## src/design/hgs_pkg.sv

```systemverilog
// Shared types, request/register codes and constants for the Hopfield graph settle block.
package hgs_pkg;

    localparam int DEF_MAX_NODES   = 1024;
    localparam int DEF_MAX_EDGES   = 4096;
    localparam int DEF_SWEEP_LIMIT = 5000;

    localparam int ACC_W = 48;
    localparam int OFS_W = 13;

    localparam logic [2:0] REQ_WRITE_NODE = 3'd0;
    localparam logic [2:0] REQ_WRITE_EDGE = 3'd1;
    localparam logic [2:0] REQ_SET_STATE  = 3'd2;
    localparam logic [2:0] REQ_RUN        = 3'd3;
    localparam logic [2:0] REQ_READ_STATE = 3'd4;
    localparam logic [2:0] REQ_CLEAR      = 3'd5;

    localparam logic [1:0] REG_NUM_NODES = 2'd0;
    localparam logic [1:0] REG_POS_STATE = 2'd1;
    localparam logic [1:0] REG_NEG_STATE = 2'd2;
    localparam logic [1:0] REG_REGUL     = 2'd3;

    localparam logic RESP_READOUT = 1'b0;
    localparam logic RESP_RUN     = 1'b1;

    localparam logic signed [15:0] POS_STATE_RST = 16'sd256;
    localparam logic signed [15:0] NEG_STATE_RST = -16'sd256;

    typedef struct packed {
        logic [2:0]         req_type;
        logic [10:0]        node_index;
        logic [11:0]        edge_index;
        logic signed [15:0] threshold;
        logic [12:0]        edge_start;
        logic [9:0]         neighbor;
        logic signed [15:0] weight;
        logic signed [15:0] init_state;
    } req_t;

    typedef struct packed {
        logic               resp_kind;
        logic signed [15:0] node_state;
        logic [12:0]        sweeps;
        logic               hit_limit;
        logic signed [47:0] energy;
    } resp_t;

    typedef struct packed {
        logic clr;
        logic mul;
        logic add;
    } mac_ctl_t;

endpackage

```

## src/design/hgs_mac.sv

```systemverilog
// Shared multiply-accumulate unit: registered 17x16 product, 48-bit accumulator.
module hgs_mac
    import hgs_pkg::*;
(
    input  logic                    aclk,
    input  mac_ctl_t                ctl,
    input  logic signed [16:0]      op_a,
    input  logic signed [15:0]      op_b,
    output logic signed [ACC_W-1:0] acc
);

    logic signed [32:0]      prod_reg;
    logic signed [ACC_W-1:0] acc_reg;

    always_ff @(posedge aclk) begin
        if (ctl.mul) begin
            prod_reg <= op_a * op_b;
        end
        if (ctl.clr) begin
            acc_reg <= '0;
        end else if (ctl.add) begin
            acc_reg <= acc_reg + {{(ACC_W-33){prod_reg[32]}}, prod_reg};
        end
    end

    assign acc = acc_reg;

endmodule

```

## config.mk

```make
export PLATFORM = sky130hd
export DESIGN_NAME = hgs_mac
export DESIGN_NICKNAME = d
export VERILOG_FILES = /design/src/design/hgs_pkg.sv /design/src/design/hgs_mac.sv
export SDC_FILE = /design/constraint.sdc
export NUM_CORES = 1
export LEC_CHECK = 0
export BUFFER_PORTS_ARGS = -buffer_cell sky130_fd_sc_hd__buf_2
export CAP_MARGIN = 20
export CORE_MARGIN = 5
export CORE_UTILIZATION = 55
export CTS_BUF_LIST = sky130_fd_sc_hd__clkbuf_16
export DETAILED_ROUTE_END_ITERATION = 7
export GPL_TIMING_DRIVEN = 0
export PLACE_DENSITY_LB_ADDON = 0.3
export SYNTH_ARGS = -nofsm -noshare
export SYNTH_HDL_FRONTEND = slang
export SYNTH_SLANG_ARGS = --single-unit
```

## constraint.sdc

```tcl
create_clock -name aclk -period 7.65 [get_ports aclk]
set_input_delay 0.765 -clock aclk [delete_from_list [all_inputs] [get_ports aclk]]
set_output_delay 0.765 -clock aclk [all_outputs]
set_load 0.05 [all_outputs]
```

# Word level (Yosys, flattened, before mapping)
# Index checks and enable logic that the tools add are counted.
[word_totals]
reg_bits = 81
elab_cells = 4
out_inout_bits = 48
input_bits = 37
[classes]
mul = 1
n_addsub = 1
[op_table]
columns = ["operator", "n"]
rows = [
  ["$add 48x48->48", 1],
  ["$mul 17x16->33", 1],
]

# Longest topological paths before layout
# Gate-level depths: netlist of the first run.
[depth]
ltp_word = 1
ltp_mapped = 24

# Worst setup path before layout of the first run
# OpenSTA, ideal clock, no wires.
[synth_timing]
path_type = "input port to flip-flop"
startpoint = "in op_b[8]"
endpoint = "reg prod_reg[25], data pin"
arrival_ps = 6418
setup_slack_ps = 967
path_buffers = 2
t_required_ps = 7385
path_stages = 24
cell_sequence = "clkbuf_1 > clkbuf_1 > nand2_1 > fa_1 > inv_1 > fa_1 > inv_1 > fa_1 > inv_1 > fa_1 > fa_1 > inv_1 > fa_1 > inv_1 > ha_1 > a21oi_1 > o21ai_0 > a21oi_1 > a21oi_1 > a21o_1 > or4_1 > a31oi_1 > o21ai_0 > xor2_1"
[synth_between]
elab_chain_cells = 1
[synth_rtl]
columns = ["item", "line", "source"]
rows = [
  ["start, declared", "hgs_mac.sv:8", "input logic signed [15:0] op_b,"],
  ["$mul 17x16->33", "hgs_mac.sv:17", "prod_reg <= op_a * op_b;"],
  ["end signal, assigned", "hgs_mac.sv:17", ""],
  ["end, declared", "hgs_mac.sv:12", "logic signed [32:0] prod_reg;"],
]
# Every way passes these cells.
# A chain may end at the register's enable or synchronous reset.

# Worst setup path in the final report of the first run
[layout_timing]
startpoint = "in op_b[3]"
endpoint = "reg prod_reg[30], data pin"
# Same word-level chain as after synthesis.

==> results by group, run 1 <==
Run status
  – Result of the run: complete, no violations

Setup path
  – Worst setup SP type: primary input
  – WP data required: 7.75 ns
  – Arrival time at the worst endpoint: 7.41 ns
  – Origin of the critical flop-to-flop path: prod_reg[32]
  – Start point of the critical path: op_b[3]
  – Kind of critical path: in2reg
  – CP endpoint kind: flop
  – Maximum net fanout on the critical path: 10

Floorplanning
  – # IOs: 85
  – Number of placement rows: 62
  – Area of the core region: 28,500 µm²
  – Die area: 32,300 µm²
  – Horiz. Die Dim: 180 µm
  – Die boundary height: 180 µm
  – Initial standard-cell utilization of the core: 0.554

Clocking
  – Sink Count: 81
  – TritonCTS buffer count: 9
  – H-Tree Level Count: 3
  – Clock root buffer master: clkbuf_16
  – Post-CTS Hold Fix Bufs: 0
  – Clk slew on worst S/H paths: 0.06 ns
  – Largest buffer count on any clock path: 2
  – Clock tree from TritonCTS: done
  – Later-pin clock latency in the skew report: 0.36 ns

Drt
  – Aggregate routed wire length: 39,600 µm
  – Via/cell ratio: 5.59
  – Post-route antenna net violation count: 0
  – Average wire per cell in the routed design: 17.6 µm
  – Number of vias in the routed layout: 12,600
  – Drt first pass iters: 7
  – Iteration-0 DRC Markers: 905
  – Residual DRC count: 0

Logic synthesis
  – #FFs+latches synth: 81
  – Post-synthesis async set-or-reset flop share: 0
  – Post-Synthesis Net Count: 2,217
  – Mapped cell area: 15,800 µm²
  – Portion of the post-synthesis area used by sequential elements: 0.123
  – Dominant synthesized flop cell: dfxtp_1
  – Number of synthesis warnings: 0
  – Post-Synthesis Mean Instance Area: 8.93 µm²
  – Number of flops mapped to enable cells by yosys: 33
  – Number of instances in the synthesized netlist: 1,772
  – Distinct cell type count after synthesis: 69

STA
  – Fin Clk Skew: 0.0178 ns
  – Final hold vios: 0
  – Upper clock frequency limit: 0.137 GHz
  – Actual transition at the worst max-transition pin: 0.858 ns
  – Relative max-transition margin: 0.428
  – Final setup vio count: 0
  – Portion of the clock cycle consumed by the worst path in the final layout: 0.956
  – Worst hold margin: 0.472 ns
  – Final worst path period need: 7.31 ns
  – Max-slew violation total from the final report: 0
  – Setup repair after global routing missed its margin: no

Global routing
  – GRT Total Usage: 0.246
  – Total grt overflow: 0
  – Number of antenna violations at the first check in global routing: 0
  – Via count of the first global-routing pass: 12,900
  – Global routing met2 resource utilization: 0.413
  – Most used routing layer: met2
  – Fraction of met3 tracks used by global routing: 0.0493
  – Wire length of the first global-routing pass: 65,100 µm
  – Pin count of the biggest net entering global routing: 34
  – Fraction of met1 tracks used by global routing: 0.324

Placement
  – IO buf count: 80
  – Global placement routability congestion: 0.999
  – Post-detailed-placement half-perimeter wirelength: 33,200 µm

Layout
  – Area occupied by multi-input gates: 12,400 µm²
  – Leading cell types in the layout, fill and taps excluded: 336 x inv_1, 277 x fa_1, 188 x nand2_1
  – Filler Cell Count: 2,524
  – Synth-to-Final Area Change: 7.37%
  – Area used by sequential logic in the layout: 1950 µm²
  – Share of post-route cells with drive strength above 1: 0.0638
  – Most common cell after layout, fill and taps aside: inv_1
  – Diodes inserted: 0
  – Nets: 2,306
  – Number of flip-flops under the largest register name: 48

Min path
  – Worst hold path startpoint: acc[44]
  – Hold WC Path Type: reg2reg

Run
  – Max_cap viols: 0
==> timing repair <==
| item | CTS | global route |
|---|---|---|
| endpoints found under the setup margin | 0 | 1 |
| resized for setup | 0 | 6 |
| setup buffers | 0 | 0 |
==> critical path: stages <==
cell and delay [ns]:
buf_2 0.18, clkbuf_1 0.57, nand2_1 0.16, fa_1 0.50, fa_1 0.53, fa_1 0.51, inv_1 0.05, fa_1 0.49
fa_1 0.49, inv_1 0.05, fa_1 0.54, inv_1 0.06, ha_1 0.38, a21o_1 0.19, a21o_1 0.17, a211oi_1 0.34
o211ai_1 0.28, a211o_1 0.33, a21oi_1 0.27, o21ai_1 0.15, a211oi_1 0.27, xnor2_1 0.10
==> path summary, 6_finish.rpt <==
check	end	slack, ns	cells after the start
min	acc[44]	0.47	2
max reg2reg	acc[47]	4.18	11
max	prod_reg[30]	0.34	22
min reg2reg	acc[44]	0.47	2
==> layer usage <==
| metal | routed length (µm) | vias to the layer above |
|---|---|---|
| met5 | 0 | - |
| met4 | 1210 | 0 |
| met3 | 3290 | 85 |
| met2 | 19000 | 509 |
| met1 | 16100 | 6185 |
| li1 | - | 5801 |
==> kinds of logic (layout without fill, tap and decap cells) <==
kind of cell | Yosys count | in the layout | share of synthesized area
and+or+nand+nor | 512 | 512 | 0.157
adders and majority gates | 408 | 408 | 0.454
buffers and inverters | 399 | 493 | 0.0953
AOI/OAI and AO/OA | 275 | 275 | 0.114
DFF | 81 | 81 | 0.123
xor gates and xnor gates | 70 | 70 | 0.0388
muxes | 27 | 27 | 0.0172
==> metrics by stage <==
stage	utilization	setup TNS [ns]	instance area (µm²)	cells	setup WS (ns)
2_1_floorplan	-	0	15800	1772	0.967
3_3_place_gp	0.585	0	16700	2236	0.0252
3_5_place_dp	0.585	-0.0176	16700	2236	-0.0176
4_1_cts	0.595	0	17000	2252	0.328
5_1_grt	0.595	0	17000	2250	0.0134
6_report	0.595	0	17000	2250	0.338
==> cell usage after synthesis, types with 3 or more instances <==
master | number | area (µm²)
a21boi_0 | 5 | 37.5
xor2_1 | 32 | 280
a31o_2 | 3 | 26.3
nand3b_1 | 5 | 37.5
a21o_1 | 42 | 315
o211ai_1 | 8 | 60.1
o21ai_1 | 3 | 15.0
and3_1 | 9 | 56.3
a31oi_1 | 8 | 50.1
mux2i_1 | 26 | 260
nor2b_1 | 7 | 43.8
or3_1 | 6 | 37.5
o21a_1 | 15 | 113
a211oi_1 | 17 | 128
and2_1 | 133 | 832
ha_1 | 131 | 1640
edfxtp_1 | 33 | 991
clkbuf_1 | 55 | 206
o31a_1 | 3 | 26.3
nor4_1 | 4 | 25.0
inv_1 | 334 | 1250
nand3_1 | 19 | 95.1
nor3_1 | 14 | 70.1
xnor2_1 | 38 | 333
nor2_1 | 93 | 349
o31ai_1 | 3 | 22.5
buf_2 | 8 | 40.0
nand2_1 | 188 | 706
o21bai_1 | 6 | 45.0
o22ai_1 | 4 | 25.0
nand2b_1 | 9 | 56.3
fa_1 | 277 | 5550
nand4_1 | 11 | 68.8
o21ai_0 | 49 | 245
dfxtp_1 | 48 | 961
a21oi_1 | 83 | 415
==> final cells by class <==
cell class / instances / area share
multi-input combinational: 1292 / 0.728
sequential: 81 / 0.115
inverter: 334 / 0.0738
tap: 384 / 0.0283
timing repair buffer: 80 / 0.0236
buffer: 63 / 0.0147
clock buffer: 9 / 0.0133
clock inverter: 7 / 0.00376
Power of run 1 is not shown: default switching activity piles up to over one toggle a cycle in this logic, so the estimate is an artifact.
==> inputs of run 2 (changes only) <==
- clock period: 7.65 -> 7.96 ns (I/O delays scaled with it)
==> results by group, run 2 (same netlist as run 1, synthesis figures left out) <==
Clocking
  – Post-CTS Setup Inserts: 0 (unchanged)
  – Clock tree from TritonCTS: done (unchanged)
  – Post-CTS Hold Fix Bufs: 0 (unchanged)
  – Clock root buffer master: clkbuf_16 (unchanged)
  – Later-pin clock latency in the skew report: 0.35 ns (was 0.36 ns)
  – Clk slew on worst S/H paths: 0.06 ns (about the same)
  – Count of cells resized by post-cts repair: 0 (unchanged)
  – Largest buffer count on any clock path: 2 (unchanged)
  – H-Tree Level Count: 3 (unchanged)
  – TritonCTS buffer count: 9 (unchanged)
  – Sink Count: 81 (unchanged)

Drt
  – Residual DRC count: 4 (was 0)
  – Average wire per cell in the routed design: 17.6 µm (about the same)
  – Drt first pass iters: 8 (was 7)
  – Iteration-0 DRC Markers: 909 (was 905)
  – Aggregate routed wire length: 39,700 µm (was 39,600 µm)
  – Post-route antenna net violation count: 0 (unchanged)
  – Number of vias in the routed layout: 12,600 (about the same)
  – Via/cell ratio: 5.59 (about the same)

Setup path
  – Worst setup SP type: primary input (unchanged)
  – Origin of the critical flop-to-flop path: prod_reg[32] (unchanged)
  – Start point of the critical path: op_b[9] (was op_b[3])
  – Worst-case reg-to-reg path depth: 11 (unchanged)
  – R2r endpoint: acc[47] (unchanged)
  – Arrival time at the worst endpoint: 7.52 ns (was 7.41 ns)
  – CP endpoint kind: flop (unchanged)
  – Maximum net fanout on the critical path: 10 (unchanged)
  – Minimum setup slack among reg-to-reg paths: 4.49 ns (was 4.18 ns)
  – Kind of critical path: in2reg (unchanged)
  – WP data required: 8.05 ns (was 7.75 ns)

Layout
  – Filler Cell Count: 2,522 (was 2,524)
  – Number of flip-flops under the largest register name: 48 (unchanged)
  – Final standard cell utilization of the core: 0.595 (about the same)
  – Area occupied by multi-input gates: 12,400 µm² (unchanged)
  – Area used by sequential logic in the layout: 1950 µm² (unchanged)
  – Share of post-route cells with drive strength above 1: 0.0621 (was 0.0638)
  – Leading cell types in the layout, fill and taps excluded: 336 x inv_1, 277 x fa_1, 188 x nand2_1 (unchanged)
  – Most common cell after layout, fill and taps aside: inv_1 (unchanged)
  – Synth-to-Final Area Change: 7.39% (was 7.37%)
  – Nets: 2,308 (was 2,306)
  – Diodes inserted: 0 (unchanged)

Min path
  – Hold WC Path Type: reg2reg (unchanged)
  – Worst hold path startpoint: acc[44] (unchanged)
  – Endpoint of the worst hold-timing path: acc[44] (unchanged)
  – Cell depth of the worst min-delay path: 2 (unchanged)

Floorplanning
  – Initial standard-cell utilization of the core: 0.554 (unchanged)
  – # IOs: 85 (unchanged)
  – Number of placement rows: 62 (unchanged)
  – Die area: 32,300 µm² (unchanged)
  – Horiz. Die Dim: 180 µm (unchanged)
  – Area of the core region: 28,500 µm² (unchanged)
  – Die boundary height: 180 µm (unchanged)

Run status
  – Result of the run: finished with violations (was complete, no violations)
  – Violated checks: DRC

STA
  – Final worst path period need: 7.43 ns
  – Final setup vio count: 0 (unchanged)
  – Max-slew violation total from the final report: 0 (unchanged)
  – Portion of the clock cycle consumed by the worst path in the final layout: 0.933
  – Worst hold margin: 0.469 ns (was 0.472 ns)
  – Upper clock frequency limit: 0.135 GHz
  – Fin Clk Skew: 0.0159 ns (was 0.0178 ns)
  – Relative max-transition margin: 0.435 (was 0.428)
  – Final hold vios: 0 (unchanged)
  – Actual transition at the worst max-transition pin: 0.848 ns (was 0.858 ns)
  – Sum of negative setup slack: 0 ns (unchanged)
  – Setup repair after global routing missed its margin: no (unchanged)

Global routing
  – Fraction of met3 tracks used by global routing: 0.0493 (unchanged)
  – Number of antenna violations at the first check in global routing: 0 (unchanged)
  – Pin count of the biggest net entering global routing: 34 (unchanged)
  – Fraction of met1 tracks used by global routing: 0.324 (unchanged)
  – Total grt overflow: 0 (unchanged)
  – Via count of the first global-routing pass: 12,900 (unchanged)
  – Most used routing layer: met2 (unchanged)
  – Global routing met2 resource utilization: 0.413 (unchanged)
  – Wire length of the first global-routing pass: 65,100 µm (unchanged)
  – GRT Total Usage: 0.246 (unchanged)

Placement
  – Global placement routability congestion: 0.999 (unchanged)
  – Post-detailed-placement half-perimeter wirelength: 33,200 µm (unchanged)
  – IO buf count: 80 (unchanged)

Run
  – Max_cap viols: 0 (unchanged)
run 2: worst max-delay path: stages:
cell,delay (ns)
clkbuf_1,0.43
clkbuf_1,0.51
nand2_1,0.14
fa_1,0.52
inv_1,0.06
fa_1,0.50
inv_1,0.05
fa_1,0.54
inv_1,0.05
fa_1,0.45
fa_1,0.50
inv_1,0.05
fa_1,0.56
inv_1,0.06
ha_1,0.37
a21o_1,0.19
a211oi_1,0.33
o211ai_1,0.27
a211o_1,0.33
a21oi_1,0.27
o21ai_1,0.15
a211oi_1,0.27
xnor2_1,0.10
run 2: how the worst max path moves through the flow:
stage               cells after the start      endpoint  slack [ns]
floorplan                              24  prod_reg[25]        1.25
global placement                       24  prod_reg[30]        0.30
detailed placement                     23  prod_reg[30]        0.26
CTS                                    23  prod_reg[30]        0.61
global route                           23  prod_reg[30]        0.17
finish                                 23  prod_reg[30]        0.53
run 2: cell type report:
type / instances / share of cell area
Multi-Input combinational cell: 1292 / 0.728
Clock inverter: 7 / 0.00376
Buffer: 65 / 0.0149
Inverter: 334 / 0.0738
Sequential cell: 81 / 0.115
Timing Repair Buffer: 80 / 0.0236
Tap cell: 384 / 0.0283
Clock buffer: 9 / 0.0133
run 2: metal layers:
layer | wire length, µm | vias to the layer above | part of all wire
li1 | - | 5794 | -
met1 | 16100 | 6202 | 0.41
met2 | 19000 | 504 | 0.48
met3 | 3390 | 85 | 0.085
met4 | 1150 | 0 | 0.029
met5 | 0 | - | 0
run 2: stage by stage:
stage	setup WS [ns]	instance area [µm²]	cells
final	0.533	17000	2252
after global routing	0.169	17000	2252
after CTS	0.607	17000	2252
after detailed placement	0.261	16700	2236
after global placement	0.304	16700	2236
after floorplan	1.25	15800	1772
Power of run 2 is left out for the same reason.
==> inputs of run 3 (changes only) <==
- CORE_UTILIZATION: 55 -> 65
- RECOVER_POWER: unset -> 100
==> results by group, run 3 (same netlist as run 1, synthesis figures left out) <==
Clocking
  – Largest buffer count on any clock path: 2 (unchanged)
  – Count of cells resized by post-cts repair: 0 (unchanged)
  – Sink Count: 81 (unchanged)
  – Later-pin clock latency in the skew report: 0.35 ns (about the same)
  – H-Tree Level Count: 3 (unchanged)
  – Clock root buffer master: clkbuf_16 (unchanged)
  – Post-CTS Hold Fix Bufs: 0 (unchanged)
  – Clk slew on worst S/H paths: 0.07 ns (was 0.06 ns)
  – Post-CTS Setup Inserts: 0 (unchanged)
  – Clock tree from TritonCTS: done (unchanged)
  – TritonCTS buffer count: 9 (unchanged)

Floorplanning
  – Area of the core region: 24,200 µm² (was 28,500 µm²)
  – Horiz. Die Dim: 166 µm (was 180 µm)
  – Die area: 27,600 µm² (was 32,300 µm²)
  – Initial standard-cell utilization of the core: 0.654 (was 0.554)
  – Die boundary height: 166 µm (was 180 µm)
  – Number of placement rows: 57 (was 62)
  – # IOs: 85 (unchanged)

Global routing
  – Number of antenna violations at the first check in global routing: 1 (was 0)
  – Fraction of met3 tracks used by global routing: 0.0547 (was 0.0493)
  – Global routing met2 resource utilization: 0.483 (was 0.413)
  – Total grt overflow: 0 (unchanged)
  – Most used routing layer: met2 (unchanged)
  – Fraction of met1 tracks used by global routing: 0.375 (was 0.324)
  – Via count of the first global-routing pass: 13,000 (was 12,900)
  – GRT Total Usage: 0.287 (was 0.246)
  – Pin count of the biggest net entering global routing: 34 (unchanged)
  – Wire length of the first global-routing pass: 64,400 µm (was 65,100 µm)

Run status
  – Violated checks: capacitance limit, slew limit (was DRC)
  – Result of the run: finished with violations (unchanged)

Setup path
  – Worst setup SP type: primary input (unchanged)
  – Minimum setup slack among reg-to-reg paths: 4.25 ns (was 4.49 ns)
  – Crit-path slowest cell: fa_1 (unchanged)
  – Kind of cell adding the most delay to the critical path: adder cells (unchanged)
  – Worst-case reg-to-reg path depth: 12 (was 11)
  – Arrival time at the worst endpoint: 7.54 ns (was 7.52 ns)
  – Dominant cell type by count on the critical path: fa_1 (unchanged)
  – Kind of critical path: in2reg (unchanged)
  – Delay of the slowest cell on the worst path: 0.55 ns (was 0.56 ns)
  – Origin of the critical flop-to-flop path: acc[0] (was prod_reg[32])
  – Maximum net fanout on the critical path: 10 (unchanged)
  – CP endpoint kind: flop (unchanged)
  – Sequence of cells on the critical path: clkbuf_1 > clkbuf_1 > nand2_1 > fa_1 > inv_1 > fa_1 > inv_1 > fa_1 > inv_1 > fa_1 > fa_1 > inv_1 > fa_1 > inv_1 > ha_1 > a21oi_1 > o21ai_0 > a21oi_1 > a21oi_1 > a21o_1 > or4_1 > a31oi_1 > o21ai_0 > xor2_1 (was clkbuf_1 > clkbuf_1 > nand2_1 > fa_1 > inv_1 > fa_1 > inv_1 > fa_1 > inv_1 > fa_1 > fa_1 > inv_1 > fa_1 > inv_1 > ha_1 > a21o_1 > a211oi_1 > o211ai_1 > a211o_1 > a21oi_1 > o21ai_1 > a211oi_1 > xnor2_1)
  – WP data required: 8.05 ns (about the same)
  – Total buffers and inverters traversed by the critical path: 7 (unchanged)
  – R2r endpoint: acc[46] (was acc[47])

STA
  – Portion of the clock cycle consumed by the worst path in the final layout: 0.936 (was 0.933)
  – Final hold vios: 0 (unchanged)
  – Fin Clk Skew: 0.0134 ns (was 0.0159 ns)
  – Final setup vio count: 0 (unchanged)
  – Actual transition at the worst max-transition pin: 1.88 ns (was 0.848 ns)
  – Setup repair after global routing missed its margin: no (unchanged)
  – Final worst path period need: 7.45 ns (was 7.43 ns)
  – Sum of negative setup slack: 0 ns (unchanged)
  – Relative max-transition margin: -0.252 (was 0.435)
  – Final setup margin: 0.506 ns (was 0.533 ns)
  – Upper clock frequency limit: 0.134 GHz (was 0.135 GHz)
  – Max-slew violation total from the final report: 34 (was 0)

Placement
  – Post-detailed-placement half-perimeter wirelength: 32,900 µm (was 33,200 µm)
  – IO buf count: 80 (unchanged)
  – Place WS: 0.309 ns (was 0.261 ns)
  – Global placement routability congestion: 0.985 (was 0.999)
  – Placed Cells incl. Taps: 2,176 (was 2,236)

Min path
  – Hold WC Path Type: reg2reg (unchanged)
  – Endpoint of the worst hold-timing path: acc[41] (was acc[44])
  – Worst hold path startpoint: acc[41] (was acc[44])
  – Cell depth of the worst min-delay path: 2 (unchanged)

Drt
  – Drt first pass iters: 6 (was 8)
  – Post-route antenna net violation count: 0 (unchanged)
  – Aggregate routed wire length: 39,600 µm (was 39,700 µm)
  – Iteration-0 DRC Markers: 1,059 (was 909)
  – Residual DRC count: 0 (was 4)
  – Average wire per cell in the routed design: 18.1 µm (was 17.6 µm)
  – Via/cell ratio: 5.77 (was 5.59)
  – Number of vias in the routed layout: 12,600 (about the same)

Layout
  – Diodes inserted: 0 (unchanged)
  – Synth-to-Final Area Change: 6.34% (was 7.39%)
  – Share of post-route cells with drive strength above 1: 0.0332 (was 0.0621)
  – Filler Cell Count: 1,958 (was 2,522)
  – Final Non-Filler Cells: 2,192 (was 2,252)
  – Number of flip-flops under the largest register name: 48 (unchanged)
  – Most common cell after layout, fill and taps aside: inv_1 (unchanged)
  – Leading cell types in the layout, fill and taps excluded: 336 x inv_1, 277 x fa_1, 188 x nand2_1 (unchanged)
  – Nets: 2,308 (unchanged)

Run
  – Max_cap viols: 1 (was 0)
## run 3: cell count changes in the layout (fill, tap and decap cells not counted), sizes merged
cell      delta
clkinvlp     -3
clkinv       +3
bufinv       -1
buf         -50
clkbuf      +51
## run 3: metal layers
| layer | wire [µm] | share of wire |
|---|---|---|
| met5 | 13 | 0.00033 |
| met4 | 1410 | 0.036 |
| met3 | 3260 | 0.082 |
| met2 | 18900 | 0.48 |
| met1 | 16100 | 0.41 |
## run 3: worst max-delay path by stage
stage | end | depth (start not counted) | from
floorplan | prod_reg[25] | 24 | op_b[8]
global placement | prod_reg[25] | 24 | op_b[8]
detailed placement | prod_reg[25] | 24 | op_b[8]
CTS | prod_reg[25] | 24 | op_b[8]
global route | prod_reg[30] | 23 | op_b[8]
finish | prod_reg[25] | 24 | op_b[9]
## run 3: stage by stage
| stage | hold slack [ns] | cell area, µm² | utilization |
|---|---|---|---|
| CTS | 0.471 | 16900 | 0.699 |
| floorplan | 0.568 | 15800 | - |
| finish | 0.483 | 16800 | 0.696 |
| global route | 0.512 | 16800 | 0.696 |
| detailed placement | 0.462 | 16600 | 0.688 |
| global placement | 0.453 | 16600 | 0.688 |
## run 3: final cells by class
| cell class | count | area, µm² | share of cell area |
|---|---|---|---|
| inverter | 334 | 1250 | 0.0745 |
| timing repair buffer | 80 | 338 | 0.0201 |
| sequential | 81 | 1950 | 0.116 |
| clock inverter | 6 | 35.0 | 0.00208 |
| multi-input combinational | 1292 | 12300 | 0.733 |
| tap | 324 | 405 | 0.0241 |
| clock buffer | 10 | 250 | 0.0149 |
| buffer | 65 | 254 | 0.0151 |
## run 3: tightest hold or removal path: stages, from the launching register on
cell and delay, ns:
dfxtp_1 0.33, nand2_1 0.05, o21ai_0 0.06
Power of run 3 is left out for the same reason.
